$ cat config.mk
export PLATFORM = sky130hd
export DESIGN_NAME = sha1_hash_engine_flat
export DESIGN_NICKNAME = d
export VERILOG_FILES = /design/src/design/sha1he_pkg.sv /design/src/design/sha1he_if.sv /design/src/design/sha1he_msg_mem.sv /design/src/design/sha1he_chain_mem.sv /design/src/design/sha1he_round.sv /design/src/design/sha1_hash_engine.sv /design/src/flat_wrapper.sv
export SDC_FILE = /design/constraint.sdc
export NUM_CORES = 2
export LEC_CHECK = 0
export ABC_AREA = 0
export BUFFER_PORTS_ARGS = -buffer_cell sky130_fd_sc_hd__buf_2
export CORE_ASPECT_RATIO = 0.75
export CORE_UTILIZATION = 55
export CTS_CLUSTER_DIAMETER = 200
export CTS_CLUSTER_SIZE = 25
export DETAILED_ROUTE_END_ITERATION = 10
export HOLD_SLACK_MARGIN = 0.15
export PLACE_DENSITY_LB_ADDON = 0.2
export SLEW_MARGIN = 5
export SYNTH_ARGS = -nofsm -noshare
export SYNTH_HDL_FRONTEND = slang
export SYNTH_SLANG_ARGS = --single-unit
$ cat constraint.sdc
create_clock -name clk_i -period 18.78 [get_ports clk_i]
set_input_delay 1.878 -clock clk_i [delete_from_list [all_inputs] [get_ports clk_i]]
set_output_delay 1.878 -clock clk_i [all_outputs]
set_load 0.02 [all_outputs]
$ cat src/design/sha1he_pkg.sv
// SHA-1 hash engine: shared types, constants and helper functions.
// No dependencies; used by every other design file except sha1he_if.
`default_nettype none

package sha1he_pkg;

  localparam int unsigned WordW  = 32;
  localparam int unsigned CountW = 61;
  localparam int unsigned RndW   = 7;
  localparam int unsigned MsgAw  = 4;
  localparam int unsigned ChainAw = 3;
  localparam int unsigned ChainDepth = 5;

  localparam logic [WordW-1:0] K0 = 32'h5A827999;
  localparam logic [WordW-1:0] K1 = 32'h6ED9EBA1;
  localparam logic [WordW-1:0] K2 = 32'h8F1BBCDC;
  localparam logic [WordW-1:0] K3 = 32'hCA62C1D6;

  localparam logic [7:0] PadByte = 8'h80;

  // Control for the round datapath.
  typedef struct packed {
    logic            load;   // shift a chain word into a, rest move down
    logic            shift;  // move b..e up into a..d for add-back
    logic            step;   // run one compression round
    logic [RndW-1:0] rnd;    // round index 0..79
  } rnd_ctrl_t;

  function automatic logic [WordW-1:0] iv_word(input logic [ChainAw-1:0] idx);
    logic [WordW-1:0] w;
    case (idx)
      3'd0:    w = 32'h67452301;
      3'd1:    w = 32'hEFCDAB89;
      3'd2:    w = 32'h98BADCFE;
      3'd3:    w = 32'h10325476;
      default: w = 32'hC3D2E1F0;
    endcase
    return w;
  endfunction

  function automatic logic [WordW-1:0] rotl(input logic [WordW-1:0] v,
                                            input int unsigned s);
    return (v << s) | (v >> (WordW - s));
  endfunction

endpackage

`default_nettype wire

$ cat src/design/sha1he_if.sv
// SHA-1 hash engine: valid/ready channel interfaces for bytes in and digest words out.
// Depends on nothing.
`default_nettype none

interface sha1he_in_if;
  logic       valid;
  logic       ready;
  logic [7:0] data_byte;
  logic       has_data;
  logic       is_last;
  modport source (output valid, data_byte, has_data, is_last, input ready);
  modport sink   (input valid, data_byte, has_data, is_last, output ready);
endinterface

interface sha1he_out_if;
  logic        valid;
  logic        ready;
  logic [31:0] digest_word;
  logic        word_last;
  modport source (output valid, digest_word, word_last, input ready);
  modport sink   (input valid, digest_word, word_last, output ready);
endinterface

`default_nettype wire

$ cat src/design/sha1he_msg_mem.sv
// SHA-1 hash engine: 16-word message block memory, one write and one registered read port.
// Read data is masked by the padding zero limit and the length words. Uses sha1he_pkg.
`default_nettype none

module sha1he_msg_mem (
  input  logic                                clk_i,
  input  logic                                wr_en_i,
  input  logic [sha1he_pkg::MsgAw-1:0]        wr_addr_i,
  input  logic [sha1he_pkg::WordW-1:0]        wr_data_i,
  input  logic                                rd_en_i,
  input  logic [sha1he_pkg::MsgAw-1:0]        rd_addr_i,
  input  logic [sha1he_pkg::MsgAw:0]          zlim_i,
  input  logic                                len_en_i,
  input  logic [sha1he_pkg::WordW-1:0]        len_hi_i,
  input  logic [sha1he_pkg::WordW-1:0]        len_lo_i,
  output logic [sha1he_pkg::WordW-1:0]        rd_data_o
);

  logic [sha1he_pkg::WordW-1:0] mem [16];
  logic [sha1he_pkg::WordW-1:0] rdata_q;
  logic [sha1he_pkg::MsgAw-1:0] raddr_q;

  always_ff @(posedge clk_i) begin
    if (wr_en_i) begin
      mem[wr_addr_i] <= wr_data_i;
    end
    if (rd_en_i) begin
      rdata_q <= mem[rd_addr_i];
      raddr_q <= rd_addr_i;
    end
  end

  // Padding: words past the 0x80 word read as zero, last two carry the bit length.
  always_comb begin
    if (len_en_i && raddr_q == 4'd14) begin
      rd_data_o = len_hi_i;
    end else if (len_en_i && raddr_q == 4'd15) begin
      rd_data_o = len_lo_i;
    end else if ({1'b0, raddr_q} >= zlim_i) begin
      rd_data_o = '0;
    end else begin
      rd_data_o = rdata_q;
    end
  end

endmodule

`default_nettype wire

$ cat src/design/sha1he_chain_mem.sv
// SHA-1 hash engine: 5-word chain value memory with registered read.
// Entries never written since reset read as the initial vector. Uses sha1he_pkg.
`default_nettype none

module sha1he_chain_mem (
  input  logic                           clk_i,
  input  logic                           rst_ni,
  input  logic                           wr_en_i,
  input  logic [sha1he_pkg::ChainAw-1:0] wr_addr_i,
  input  logic [sha1he_pkg::WordW-1:0]   wr_data_i,
  input  logic                           rd_en_i,
  input  logic [sha1he_pkg::ChainAw-1:0] rd_addr_i,
  output logic [sha1he_pkg::WordW-1:0]   rd_data_o
);

  logic [sha1he_pkg::WordW-1:0]      mem [sha1he_pkg::ChainDepth];
  logic [sha1he_pkg::ChainDepth-1:0] vld_q;
  logic [sha1he_pkg::WordW-1:0]      rdata_q;
  logic [sha1he_pkg::ChainAw-1:0]    raddr_q;
  logic                              rvld_q;

  always_ff @(posedge clk_i or negedge rst_ni) begin
    if (!rst_ni) begin
      vld_q  <= '0;
      rvld_q <= 1'b0;
    end else begin
      if (wr_en_i) begin
        vld_q[wr_addr_i] <= 1'b1;
      end
      if (rd_en_i) begin
        rvld_q <= vld_q[rd_addr_i];
      end
    end
  end

  always_ff @(posedge clk_i) begin
    if (wr_en_i) begin
      mem[wr_addr_i] <= wr_data_i;
    end
    if (rd_en_i) begin
      rdata_q <= mem[rd_addr_i];
      raddr_q <= rd_addr_i;
    end
  end

  assign rd_data_o = rvld_q ? rdata_q : sha1he_pkg::iv_word(raddr_q);

endmodule

`default_nettype wire

$ cat src/design/sha1he_round.sv
// SHA-1 hash engine: working variables a..e, one round per cycle, rolling 16-word schedule.
// Uses sha1he_pkg for the round control struct and constants.
`default_nettype none

module sha1he_round (
  input  logic                          clk_i,
  input  sha1he_pkg::rnd_ctrl_t         ctrl_i,
  input  logic [sha1he_pkg::WordW-1:0]  load_word_i,
  input  logic [sha1he_pkg::WordW-1:0]  msg_word_i,
  output logic [sha1he_pkg::WordW-1:0]  a_o
);

  logic [sha1he_pkg::WordW-1:0] a_q, b_q, c_q, d_q, e_q;
  logic [sha1he_pkg::WordW-1:0] win_q [16];
  logic [sha1he_pkg::WordW-1:0] w, f, k, tmp;

  always_comb begin
    if (ctrl_i.rnd < 7'd16) begin
      w = msg_word_i;
    end else begin
      w = sha1he_pkg::rotl(win_q[13] ^ win_q[8] ^ win_q[2] ^ win_q[0], 1);
    end
    if (ctrl_i.rnd < 7'd20) begin
      f = (b_q & c_q) | (~b_q & d_q);
      k = sha1he_pkg::K0;
    end else if (ctrl_i.rnd < 7'd40) begin
      f = b_q ^ c_q ^ d_q;
      k = sha1he_pkg::K1;
    end else if (ctrl_i.rnd < 7'd60) begin
      f = (b_q & c_q) | (b_q & d_q) | (c_q & d_q);
      k = sha1he_pkg::K2;
    end else begin
      f = b_q ^ c_q ^ d_q;
      k = sha1he_pkg::K3;
    end
    tmp = sha1he_pkg::rotl(a_q, 5) + f + e_q + k + w;
  end

  always_ff @(posedge clk_i) begin
    if (ctrl_i.step) begin
      a_q <= tmp;
      b_q <= a_q;
      c_q <= sha1he_pkg::rotl(b_q, 30);
      d_q <= c_q;
      e_q <= d_q;
      for (int i = 0; i < 15; i++) begin
        win_q[i] <= win_q[i+1];
      end
      win_q[15] <= w;
    end else if (ctrl_i.load) begin
      a_q <= load_word_i;
      b_q <= a_q;
      c_q <= b_q;
      d_q <= c_q;
      e_q <= d_q;
    end else if (ctrl_i.shift) begin
      a_q <= b_q;
      b_q <= c_q;
      c_q <= d_q;
      d_q <= e_q;
    end
  end

  assign a_o = a_q;

endmodule

`default_nettype wire

$ cat src/design/sha1_hash_engine.sv
// SHA-1 hash engine top level: byte packing, padding, control sequencer, digest output.
// Depends on sha1he_pkg, sha1he_if, sha1he_msg_mem, sha1he_chain_mem, sha1he_round.
// A byte is taken only while the block is idle and is written into the 16-word block
// memory; the 64th byte of a block starts a compression (load the chain value from its
// memory, 80 rounds at one per cycle, add it back), and no byte is taken until it ends.
// The last item adds a padding step and one or two compressions; the five digest
// words leave in order h0..h4, one per cycle when the sink is ready, and the block
// accepts the next item once the last word is in the output register.
`default_nettype none

module sha1_hash_engine (
  input  logic              clk_i,
  input  logic              rst_ni,
  sha1he_in_if.sink         in_ch_i,
  sha1he_out_if.source      out_ch_o
);

  typedef enum logic [4:0] {
    ST_IDLE  = 5'b00001,
    ST_PAD   = 5'b00010,
    ST_LOAD  = 5'b00100,
    ST_ROUND = 5'b01000,
    ST_ADD   = 5'b10000
  } state_e;

  state_e state_q, state_d;
  logic [2:0]                        cnt_q, cnt_d;
  logic [sha1he_pkg::RndW-1:0]       rnd_q, rnd_d;
  logic [sha1he_pkg::MsgAw:0]        zlim_q, zlim_d;
  logic                              len_en_q, len_en_d;
  logic                              fin_q, fin_d;
  logic                              second_q, second_d;
  logic                              last_pend_q, last_pend_d;
  logic [sha1he_pkg::CountW-1:0]     count_q, count_d;
  logic [sha1he_pkg::WordW-1:0]      acc_q, acc_d;
  logic                              out_valid_q, out_valid_d;
  logic [sha1he_pkg::WordW-1:0]      out_word_q;
  logic                              out_last_q;

  logic                              accept, adv, out_load, out_last_d;
  logic [5:0]                        pos;
  logic [4:0]                        sh;
  logic [sha1he_pkg::WordW-1:0]      byte_word, pad_word, sum;

  logic                              msg_wr_en, msg_rd_en;
  logic [sha1he_pkg::MsgAw-1:0]      msg_wr_addr, msg_rd_addr;
  logic [sha1he_pkg::WordW-1:0]      msg_wr_data, msg_rd_data;
  logic                              ch_wr_en, ch_rd_en;
  logic [sha1he_pkg::ChainAw-1:0]    ch_wr_addr, ch_rd_addr;
  logic [sha1he_pkg::WordW-1:0]      ch_wr_data, ch_rd_data;
  sha1he_pkg::rnd_ctrl_t             rctrl;
  logic [sha1he_pkg::WordW-1:0]      a_word;

  assign in_ch_i.ready = (state_q == ST_IDLE);
  assign accept        = in_ch_i.valid && in_ch_i.ready;
  assign pos           = count_q[5:0];
  assign sh            = {~pos[1:0], 3'b000};
  assign byte_word     = acc_q | ({24'd0, in_ch_i.data_byte} << sh);
  assign pad_word      = acc_q | ({24'd0, sha1he_pkg::PadByte} << sh);
  assign sum           = ch_rd_data + a_word;
  // a digest word may only go out when the output register is free
  assign adv           = (cnt_q == 3'd0) || !fin_q || !out_valid_q || out_ch_o.ready;

  always_comb begin
    state_d     = state_q;
    cnt_d       = cnt_q;
    rnd_d       = rnd_q;
    zlim_d      = zlim_q;
    len_en_d    = len_en_q;
    fin_d       = fin_q;
    second_d    = second_q;
    last_pend_d = last_pend_q;
    count_d     = count_q;
    acc_d       = acc_q;
    msg_wr_en   = 1'b0;
    msg_wr_addr = pos[5:2];
    msg_wr_data = byte_word;
    msg_rd_en   = 1'b0;
    msg_rd_addr = '0;
    ch_wr_en    = 1'b0;
    ch_wr_addr  = cnt_q - 3'd1;
    ch_wr_data  = sum;
    ch_rd_en    = 1'b0;
    ch_rd_addr  = cnt_q;
    rctrl       = '{load: 1'b0, shift: 1'b0, step: 1'b0, rnd: rnd_q};
    out_load    = 1'b0;
    out_last_d  = 1'b0;

    unique case (state_q)
      ST_IDLE: begin
        if (accept) begin
          if (in_ch_i.has_data) begin
            msg_wr_en = 1'b1;
            count_d   = count_q + 61'd1;
            acc_d     = (pos[1:0] == 2'd3) ? '0 : byte_word;
            if (pos == 6'd63) begin
              zlim_d      = 5'd16;
              len_en_d    = 1'b0;
              fin_d       = 1'b0;
              second_d    = 1'b0;
              last_pend_d = in_ch_i.is_last;
              cnt_d       = '0;
              state_d     = ST_LOAD;
            end else if (in_ch_i.is_last) begin
              state_d = ST_PAD;
            end
          end else if (in_ch_i.is_last) begin
            state_d = ST_PAD;
          end
        end
      end
      ST_PAD: begin
        msg_wr_en   = 1'b1;
        msg_wr_data = pad_word;
        zlim_d      = {1'b0, pos[5:2]} + 5'd1;
        last_pend_d = 1'b0;
        cnt_d       = '0;
        state_d     = ST_LOAD;
        if (pos >= 6'd56) begin
          len_en_d = 1'b0;
          second_d = 1'b1;
          fin_d    = 1'b0;
        end else begin
          len_en_d = 1'b1;
          second_d = 1'b0;
          fin_d    = 1'b1;
        end
      end
      ST_LOAD: begin
        // chain words come in h4 first so that h0 ends in a
        ch_rd_en   = (cnt_q != 3'd5);
        ch_rd_addr = 3'd4 - cnt_q;
        rctrl.load = (cnt_q != 3'd0);
        if (cnt_q == 3'd5) begin
          msg_rd_en = 1'b1;
          rnd_d     = '0;
          state_d   = ST_ROUND;
        end else begin
          cnt_d = cnt_q + 3'd1;
        end
      end
      ST_ROUND: begin
        rctrl.step  = 1'b1;
        msg_rd_en   = (rnd_q < 7'd15);
        msg_rd_addr = rnd_q[3:0] + 4'd1;
        if (rnd_q == 7'd79) begin
          cnt_d   = '0;
          state_d = ST_ADD;
        end else begin
          rnd_d = rnd_q + 7'd1;
        end
      end
      ST_ADD: begin
        if (adv) begin
          ch_rd_en = (cnt_q != 3'd5);
          if (cnt_q != 3'd0) begin
            ch_wr_en    = 1'b1;
            ch_wr_data  = fin_q ? sha1he_pkg::iv_word(cnt_q - 3'd1) : sum;
            rctrl.shift = 1'b1;
            out_load    = fin_q;
            out_last_d  = (cnt_q == 3'd5);
          end
          if (cnt_q == 3'd5) begin
            cnt_d = '0;
            if (second_q) begin
              zlim_d   = '0;
              len_en_d = 1'b1;
              fin_d    = 1'b1;
              second_d = 1'b0;
              state_d  = ST_LOAD;
            end else if (fin_q) begin
              fin_d   = 1'b0;
              count_d = '0;
              acc_d   = '0;
              state_d = ST_IDLE;
            end else if (last_pend_q) begin
              state_d = ST_PAD;
            end else begin
              state_d = ST_IDLE;
            end
          end else begin
            cnt_d = cnt_q + 3'd1;
          end
        end
      end
      default: begin
        state_d = ST_IDLE;
      end
    endcase
  end

  always_comb begin
    if (out_load) begin
      out_valid_d = 1'b1;
    end else if (out_ch_o.ready) begin
      out_valid_d = 1'b0;
    end else begin
      out_valid_d = out_valid_q;
    end
  end

  always_ff @(posedge clk_i or negedge rst_ni) begin
    if (!rst_ni) begin
      state_q     <= ST_IDLE;
      cnt_q       <= '0;
      rnd_q       <= '0;
      zlim_q      <= '0;
      len_en_q    <= 1'b0;
      fin_q       <= 1'b0;
      second_q    <= 1'b0;
      last_pend_q <= 1'b0;
      count_q     <= '0;
      acc_q       <= '0;
      out_valid_q <= 1'b0;
    end else begin
      state_q     <= state_d;
      cnt_q       <= cnt_d;
      rnd_q       <= rnd_d;
      zlim_q      <= zlim_d;
      len_en_q    <= len_en_d;
      fin_q       <= fin_d;
      second_q    <= second_d;
      last_pend_q <= last_pend_d;
      count_q     <= count_d;
      acc_q       <= acc_d;
      out_valid_q <= out_valid_d;
    end
  end

  always_ff @(posedge clk_i) begin
    if (out_load) begin
      out_word_q <= sum;
      out_last_q <= out_last_d;
    end
  end

  assign out_ch_o.valid       = out_valid_q;
  assign out_ch_o.digest_word = out_word_q;
  assign out_ch_o.word_last   = out_last_q;

  sha1he_msg_mem u_msg_mem (
    .clk_i     (clk_i),
    .wr_en_i   (msg_wr_en),
    .wr_addr_i (msg_wr_addr),
    .wr_data_i (msg_wr_data),
    .rd_en_i   (msg_rd_en),
    .rd_addr_i (msg_rd_addr),
    .zlim_i    (zlim_q),
    .len_en_i  (len_en_q),
    .len_hi_i  (count_q[60:29]),
    .len_lo_i  ({count_q[28:0], 3'b000}),
    .rd_data_o (msg_rd_data)
  );

  sha1he_chain_mem u_chain_mem (
    .clk_i     (clk_i),
    .rst_ni    (rst_ni),
    .wr_en_i   (ch_wr_en),
    .wr_addr_i (ch_wr_addr),
    .wr_data_i (ch_wr_data),
    .rd_en_i   (ch_rd_en),
    .rd_addr_i (ch_rd_addr),
    .rd_data_o (ch_rd_data)
  );

  sha1he_round u_round (
    .clk_i       (clk_i),
    .ctrl_i      (rctrl),
    .load_word_i (ch_rd_data),
    .msg_word_i  (msg_rd_data),
    .a_o         (a_word)
  );

`ifndef SYNTHESIS
  a_rnd_range: assert property (@(posedge clk_i) disable iff (!rst_ni)
    state_q == ST_ROUND |-> rnd_q <= 7'd79)
    else $error("round index out of range");

  a_no_overwrite: assert property (@(posedge clk_i) disable iff (!rst_ni)
    out_load |-> (!out_valid_q || out_ch_o.ready))
    else $error("digest word overwrites a pending transfer");

  a_final_clear: assert property (@(posedge clk_i) disable iff (!rst_ni)
    (state_q == ST_ADD && cnt_q == 3'd5 && fin_q && adv)
      |=> (count_q == '0 && state_q == ST_IDLE))
    else $error("byte count not cleared after digest");

  a_zlim_range: assert property (@(posedge clk_i) disable iff (!rst_ni)
    state_q == ST_LOAD |-> zlim_q <= 5'd16)
    else $error("zero limit out of range");
`endif

endmodule

`default_nettype wire
$ cat src/flat_wrapper.sv
// flat-port wrapper written by rule: the top's interface ports become plain ports
module sha1_hash_engine_flat 
  (clk_i, rst_ni, in_ch_i_valid, in_ch_i_data_byte, in_ch_i_has_data, in_ch_i_is_last, in_ch_i_ready, out_ch_o_valid, out_ch_o_digest_word, out_ch_o_word_last, out_ch_o_ready);
  sha1he_in_if in_ch_i_i ();
  sha1he_out_if out_ch_o_i ();
  input  logic clk_i;
  input  logic rst_ni;
  input wire logic [$bits(in_ch_i_i.valid)-1:0] in_ch_i_valid;
  input wire logic [$bits(in_ch_i_i.data_byte)-1:0] in_ch_i_data_byte;
  input wire logic [$bits(in_ch_i_i.has_data)-1:0] in_ch_i_has_data;
  input wire logic [$bits(in_ch_i_i.is_last)-1:0] in_ch_i_is_last;
  output wire logic [$bits(in_ch_i_i.ready)-1:0] in_ch_i_ready;
  output wire logic [$bits(out_ch_o_i.valid)-1:0] out_ch_o_valid;
  output wire logic [$bits(out_ch_o_i.digest_word)-1:0] out_ch_o_digest_word;
  output wire logic [$bits(out_ch_o_i.word_last)-1:0] out_ch_o_word_last;
  input wire logic [$bits(out_ch_o_i.ready)-1:0] out_ch_o_ready;
  assign in_ch_i_i.valid = in_ch_i_valid;
  assign in_ch_i_i.data_byte = in_ch_i_data_byte;
  assign in_ch_i_i.has_data = in_ch_i_has_data;
  assign in_ch_i_i.is_last = in_ch_i_is_last;
  assign in_ch_i_ready = in_ch_i_i.ready;
  assign out_ch_o_valid = out_ch_o_i.valid;
  assign out_ch_o_digest_word = out_ch_o_i.digest_word;
  assign out_ch_o_word_last = out_ch_o_i.word_last;
  assign out_ch_o_i.ready = out_ch_o_ready;
  sha1_hash_engine u_core (.clk_i(clk_i), .rst_ni(rst_ni), .in_ch_i(in_ch_i_i), .out_ch_o(out_ch_o_i));
endmodule
# ---- Word-level counts from Yosys, hierarchy flattened
# Memory sizes are Yosys's and may differ from the RTL's. A register that Yosys moved wholly into a read port is not among the register bits.
# Index checks and enable logic that the tools add are counted.
dict set report classes {
  bitwise_logic 20
  eq_ne 30
  shifts 2
  reduce_logical 29
  add_sub_neg 12
  n_lt_le_gt_ge 10
  mux 126
}
# cell n
set op_table {}
lappend op_table {{$mux W32} 36}
lappend op_table {{$mux W61} 6}
lappend op_table {{$pmux W32 S4} 2}
lappend op_table {{$add A32 B32 Y32} 5}
lappend op_table {{$or A32 B32 Y32} 5}
lappend op_table {{$xor A32 B32 Y32} 5}
lappend op_table {{$and A32 B32 Y32} 4}
lappend op_table {{$pmux W61 S2} 1}
lappend op_table {{$mux W5} 16}
lappend op_table {{$pmux W32 S2} 1}
lappend op_table {{$add A61 B1 Y61 const B} 1}
lappend op_table {{$mux W1} 38}
lappend op_table {{$not A32 Y32} 1}
lappend op_table {{$or A32 B1 Y32} 1}
lappend op_table {{$or A32 B30 Y32} 1}
lappend op_table {{$or A32 B5 Y32} 1}
lappend op_table {{$shl A8 B5 Y32} 1}
lappend op_table {{$shl A8 B5 Y32 const A} 1}
lappend op_table {{$mux W31} 1}
lappend op_table {{$pmux W5 S5} 1}
lappend op_table {{$mux W3} 8}
lappend op_table {{$reduce_and A7 Y1} 3}
lappend op_table {{$pmux W3 S5} 1}
lappend op_table {{$pmux W5 S3} 1}
lappend op_table {{other kinds (49)} 88}
dict set report totals {
  elab_cells 254
  mem_bits_rw 1184
  inputBits 14
  register_bits 324
  output_inout_bits 35
  mem_count 3
}
# memory words word_bits read_ports rd_ports_with_merged_regs wr line_no
set mem_list {}
lappend mem_list {u_core.u_msg_mem.mem 16 32 1 1 1 sha1he_msg_mem.sv:19} ;# logic [sha1he_pkg::WordW-1:0] mem [16];
lappend mem_list {u_core.u_round.win_q 16 32 16 0 16 sha1he_round.sv:14} ;# logic [sha1he_pkg::WordW-1:0] win_q [16];
lappend mem_list {u_core.u_chain_mem.mem 5 32 1 1 1 sha1he_chain_mem.sv:16} ;# logic [sha1he_pkg::WordW-1:0] mem [sha1he_pkg::ChainDepth];

# ---- Depth between registers and ports, before layout
dict set report depth {
  depth_word 11
  ltp_mapped 32
  mapped_depth_nobuf 29
}

# ---- Modules after synthesis
# From an unflattened synthesis, not the netlist that was laid out.
dict set report hier_totals {
  hier_cells 4215
  area_unflattened_um2 67159.4
}
# module n_inst area_each_um2 seq_area_each_um2 cells_each
set modules_own_cells {}
lappend modules_own_cells {sha1he_round 1 28937.8 20179.4 1819}
lappend modules_own_cells {sha1he_msg_mem 1 21212.8 16455.8 1002}
lappend modules_own_cells {sha1_hash_engine 1 9355.2 3945.0 1033}
lappend modules_own_cells {sha1he_chain_mem 1 7653.6 6005.8 361}

# ---- Least setup slack after synthesis
# OpenSTA, ideal clock, no wires.
dict set report synth_path {
  path_type {flip-flop to flip-flop}
  from {reg u_core.state_q[1]}
  to {reg u_core.u_round.c_q[23] (netlist name), data pin}
  setup_slack_ns 2.120
  n_path_buf 2
  required_time_ns 18.585
  synth_period_minus_slack_ns 16.660
  setup_ns 0.195
  t_arrival_ns 16.466
  stages_incl_launch_ff 8
  cell_sequence {dfrtp_1 -> nor2_1 -> nand4bb_1 -> clkbuf_1 -> inv_2 -> clkbuf_1 -> a22oi_1 -> nand2_1}
}
dict set report synth_between {
  elab_chain_cells 4
  word_cells_on_any_way 6
  cone_classes {eq/ne (2); mux (4)}
}
# item line_no
set synth_rtl {}
lappend synth_rtl {{start, declared} sha1_hash_engine.sv:26} ;# state_e state_q, state_d;
lappend synth_rtl {{start signal, assigned} sha1_hash_engine.sv:216} ;# state_q <= state_d;
lappend synth_rtl {{$eq A5 B3 Y1} sha1_hash_engine.sv:89} ;# unique case (state_q)
lappend synth_rtl {{$mux W1} sha1_hash_engine.sv:89}
lappend synth_rtl {{$mux W32} sha1he_round.sv:50} ;# end else if (ctrl_i.load) begin
lappend synth_rtl {{$mux W32 (*)} sha1he_round.sv:40} ;# if (ctrl_i.step) begin
lappend synth_rtl {{end signal, assigned} sha1he_round.sv:43} ;# c_q <= sha1he_pkg::rotl(b_q, 30);
lappend synth_rtl {{end signal, assigned} sha1he_round.sv:53} ;# c_q <= b_q;
lappend synth_rtl {{end signal, assigned} sha1he_round.sv:59} ;# c_q <= d_q;
lappend synth_rtl {{end, declared} sha1he_round.sv:13} ;# logic [sha1he_pkg::WordW-1:0] a_q, b_q, c_q, d_q, e_q;
# Every way passes the cells marked *; elsewhere a longest branch is shown, timed or not.
# A chain may end at the register's enable or synchronous reset.

# ---- Worst setup path after layout
dict set report layout_path {
  from {reg u_core.rnd_q[4] (netlist name)}
  to {reg u_core.u_round.a_q, in the netlist u_core.u_round.a_o[23], data pin}
}
dict set report layout_between {
  elab_chain_cells 9
  word_cells_on_any_way 16
  cone_classes {add/sub (4); order compare (4); mux (8)}
}
# item line_no
set layout_rtl {}
lappend layout_rtl {{start, declared} sha1_hash_engine.sv:28} ;# logic [sha1he_pkg::RndW-1:0] rnd_q, rnd_d;
lappend layout_rtl {{start signal, assigned} sha1_hash_engine.sv:218} ;# rnd_q <= rnd_d;
lappend layout_rtl {{$lt A7 B6 Y1} sha1he_round.sv:29} ;# end else if (ctrl_i.rnd < 7'd60) begin
lappend layout_rtl {{$mux W32} sha1he_round.sv:29}
lappend layout_rtl {{$mux W32} sha1he_round.sv:26} ;# end else if (ctrl_i.rnd < 7'd40) begin
lappend layout_rtl {{$mux W32} sha1he_round.sv:23} ;# if (ctrl_i.rnd < 7'd20) begin
lappend layout_rtl {{$add A32 B32 Y32 (3 in a row)} sha1he_round.sv:36} ;# tmp = sha1he_pkg::rotl(a_q, 5) + f + e_q + k + w;
lappend layout_rtl {{$add A32 B32 Y32 (*)} sha1he_round.sv:36}
lappend layout_rtl {{$mux W32 (*)} sha1he_round.sv:40}
lappend layout_rtl {{end signal, assigned} sha1he_round.sv:41} ;# a_q <= tmp;
lappend layout_rtl {{end signal, assigned} sha1he_round.sv:51} ;# a_q <= load_word_i;
lappend layout_rtl {{end signal, assigned} sha1he_round.sv:57} ;# a_q <= b_q;
lappend layout_rtl {{end, declared} sha1he_round.sv:13}
# Marks and branches as above.

==> key figures <==
Floorplanning
  – Ports: 49
  – Die Y-Extent: 304 um
  – Die Area: around 120000 um2
  – Core ar.: 120000 um2
  – Cell Rows: 110
  – Starting Density: 0.556
  – Chip Width: 405 um

Global route
  – Overflow after GRT: 0
  – First-pass GRT wire length: 232000 um
  – Vias in the first global route: 35.5k
  – Largest net degree at the start of global routing: 159
  – GRT Resource Usage Total: 0.254
  – Initial antenna violation count: 3

Routing
  – Post-DR wirelength/cell: 25.0 um
  – DR vias: between 30k and 40k
  – DR vias/cell: 6.09
  – DRT iter0 DRCs: 4887
  – DR pass1 iterations: 6
  – Drc violations: 0
  – Final ANT Viol Nets: 0
  – Total Routed Length: between 150000 and 200000 um

Logic synthesis
  – Biggest area consumer among synthesized cells: edfxtp_1
  – Post-synthesis async set-or-reset flop share: 0.0789
  – Mapped Avg Cell Area: between 10 and 15 um2
  – Most common cell in the netlist: edfxtp_1
  – Top cells by area, synth: edfxtp_1 65%, dfrtp_1 4.6%, fa_1 3.6%
  – Sequential-to-total area share from yosys stat: 0.697
  – EDFF count, synth: 1448
  – Synthesized netlist cell count: 4608
  – FF+latch count, synth: approximately 1.6k
  – Synth top area share: 0.650
  – Post-Syn Nets: 4832
  – Synth Flop Type: edfxtp_1
  – Netlist Area Pre-Place: 66800 um2
  – Post-synthesis cell type count: 76
  – YS warnings: 0
  – Top cells by count, synth: 1448 x edfxtp_1, 520 x nand2_1, 265 x inv_1, 214 x o21ai_0, 189 x nor2_1

CTS
  – Clk buf depth: 3
  – H-tree levels: 3
  – Setup repair bufs after CTS: 0
  – Clock Sinks: 1572
  – Worst-path clk slew: 0.12 ns
  – Post-CTS Resized: 0
  – Hold_buf cts: 0
  – Clock Latency Late Sink: 0.72 ns
  – TritonCTS buffer count: 72
  – Root Buffer: clkbuf_16
  – CTS tree: yes

Worst hold path
  – Hold crit path type: flop to flop
  – Hold_sp: u_core.u_round.win_q[0][250]

Critical path
  – Worst r2r src: u_core.rnd_q[4]
  – CP Launch Type: flop
  – Most Frequent Cell on Critical Path: inv_1
  – Crit. End Element: flop
  – Setup crit start: u_core.rnd_q[4]
  – Arrival time of the worst setup path: 7.83 ns
  – CP Class: flop to flop
  – CP required: 19.24 ns
  – Crit path buffers/inverters: 7
  – Max FO, Critical Path: 33
  – Top delay family on crit path: compound AO/OA/AOI/OAI gates
  – Slowest cell on the critical path: a222oi_1
  – CP peak stage delay: 0.56 ns

STA
  – Setup TNS: 0 ns
  – Fin Clk Skew: 0.0592 ns
  – Actual slew at the worst max-slew pin: approximately 1.2 ns
  – RSZ-0062 raised after global routing: false
  – Min Clock Period, post-route: about 7.4 ns
  – Endpoints failing setup: 0
  – Fmax: 136 MHz
  – Final Hold Fails: 0
  – Final Hold Slack: 0.417 ns
  – Fin. max-slew vios: 0
  – Final worst path period share: 0.392
  – Slew headroom: 0.186

Flow run
  – MaxCap Viol Count: 0

Run status
  – Run status: complete, no violations

Finish
  – Area of the multi-input gates: between 15000 and 20000 um2
  – Filler Cells Inserted: ~9.3k
  – Post-layout util: 0.592
  – Final net count: 4806
  – FF/Latch Area: 46600 um2
  – Post-Layout Cell Count: 6256
  – Share of cells above drive strength 1: 0.0741
  – Area delta synth->final: 6.52%
  – Antenna Cells: 0

Power
  – Power per Cell Area: 78.6 nW/um2
  – Leakage: 25.2 nW
  – Worst VDD drop: 0.0806 mV

Place
  – Placer Congestion: between 0.9 and 1
  – Port bufs: 48
  – Placed cells: 6132
  – Post-DP HPWL: 98200 um
==> per-stage QoR <==
step | setup slack, ns | instance area (um2) | total power, mW
3_3_place_gp | 11.73 | 69100 | 3.86
2_1_floorplan | 2.12 | 66800 | 3.85
4_1_cts | 11.57 | 71200 | 5.63
3_5_place_dp | 11.55 | 69100 | 3.86
6_report | 11.42 | 71200 | 5.60
5_1_grt | 11.07 | 71200 | 5.74
==> routing by layer <==
| metal | global-route usage | routed length, um | share of wire | vias up |
|---|---|---|---|---|
| met5 | 0 | 9 | 0.000058 | - |
| li1 | - | - | - | 17000 |
| met2 | 0.341 | 64500 | 0.41 | 1685 |
| met3 | 0.0529 | 16300 | 0.10 | 178 |
| met1 | 0.422 | 72300 | 0.46 | 19200 |
| met4 | 0.0535 | 3040 | 0.019 | 2 |
==> cell families (layout without fill, tap and decap cells) <==
logic type	Yosys count	after routing	synth area share
flops	1572	1572	0.697
xor+xnor	208	208	0.0273
fa+ha+maj	210	210	0.0529
mux	166	166	0.0318
simple gates	1025	1025	0.0690
compound gates	940	940	0.0946
buf+inv	487	511	0.0276
==> area by class of cell <==
| class | instances | area share |
|---|---|---|
| flip-flops and latches | 1572 | 0.654 |
| multi-input cells | 2549 | 0.262 |
| well taps | 1624 | 0.0285 |
| clock buffers | 119 | 0.0284 |
| inverters | 269 | 0.0144 |
| repair buffers | 118 | 0.0112 |
| clock inverters | 5 | 0.00123 |
==> registers in the layout, summed over array words and instances, names as in the netlist, 4 cells and up <==
name                         count
u_core.u_round.win_q           512
u_core.u_chain_mem.mem         160
u_core.u_round.b_q              32
u_core.acc_q                    32
u_core.u_msg_mem.raddr_q         4
u_core.u_msg_mem.mem           512
u_core.u_round.a_o              32
u_core.u_round.c_q              32
u_core.u_round.d_q              32
u_core.zlim_q                    5
u_core.u_msg_mem.rdata_q        32
u_core.u_chain_mem.rdata_q      32
u_core.u_chain_mem.vld_q         5
u_core.count_q                  61
u_core.rnd_q                     7
u_core.state_q                   5
u_core.out_ch_o.digest_word     32
u_core.u_round.e_q              32
==> where the power goes <==
| part | total, mW | switching (mW) | internal (mW) |
|---|---|---|---|
| logic | 0.0162 | 0.0142 | 0.00202 |
| clock network | 1.81 | 1.06 | 0.754 |
| registers | 3.77 | 0.0000000000000000157 | 3.77 |
==> layout by cell type, fill, tap and decap left out, drive strengths merged, types with 9 or more instances in the layout <==
master   netlist  final
o211ai         9      9
o22ai         34     34
o31ai         10     10
a311oi        96     96
xnor2        150    150
a211oi        76     76
xor2          58     58
nand2        520    520
buf           42    118
nand2b        34     34
nor3          34     34
a21oi        187    187
mux4          33     33
nand3         69     69
dfrtp        123    123
mux2i         91     91
edfxtp      1448   1448
a21o          62     62
inv          268    270
mux2          42     42
o221ai        62     62
nor2         189    189
and3          14     14
o21ai        217    217
or3           21     21
ha            89     89
fa           121    121
o2bb2ai       27     27
nor2b         79     79
a22oi         47     47
o21a          38     38
a31oi         12     12
a221o         20     20
nand4         20     20
clkbuf       176    119
or2           13     13
==> path summary, 6_finish.rpt <==
| path | endpoint | slack, ns | depth (start not counted) |
|---|---|---|---|
| worst max-delay path | u_core.u_round.a_o[23] | 11.42 | 25 |
| worst min-delay path | u_core.u_round.win_q[0][218] | 0.42 | 0 |
| worst max register to register | u_core.u_round.a_o[23] | 11.42 | 25 |
| worst min register to register | u_core.u_round.win_q[0][218] | 0.42 | 0 |
| max in group asynchronous | u_core.rnd_q[0] | 16.26 | 2 |
| min in group asynchronous | u_core.count_q[49] | 1.23 | 1 |
No activity file was read; power rests on OpenSTA's default activity.
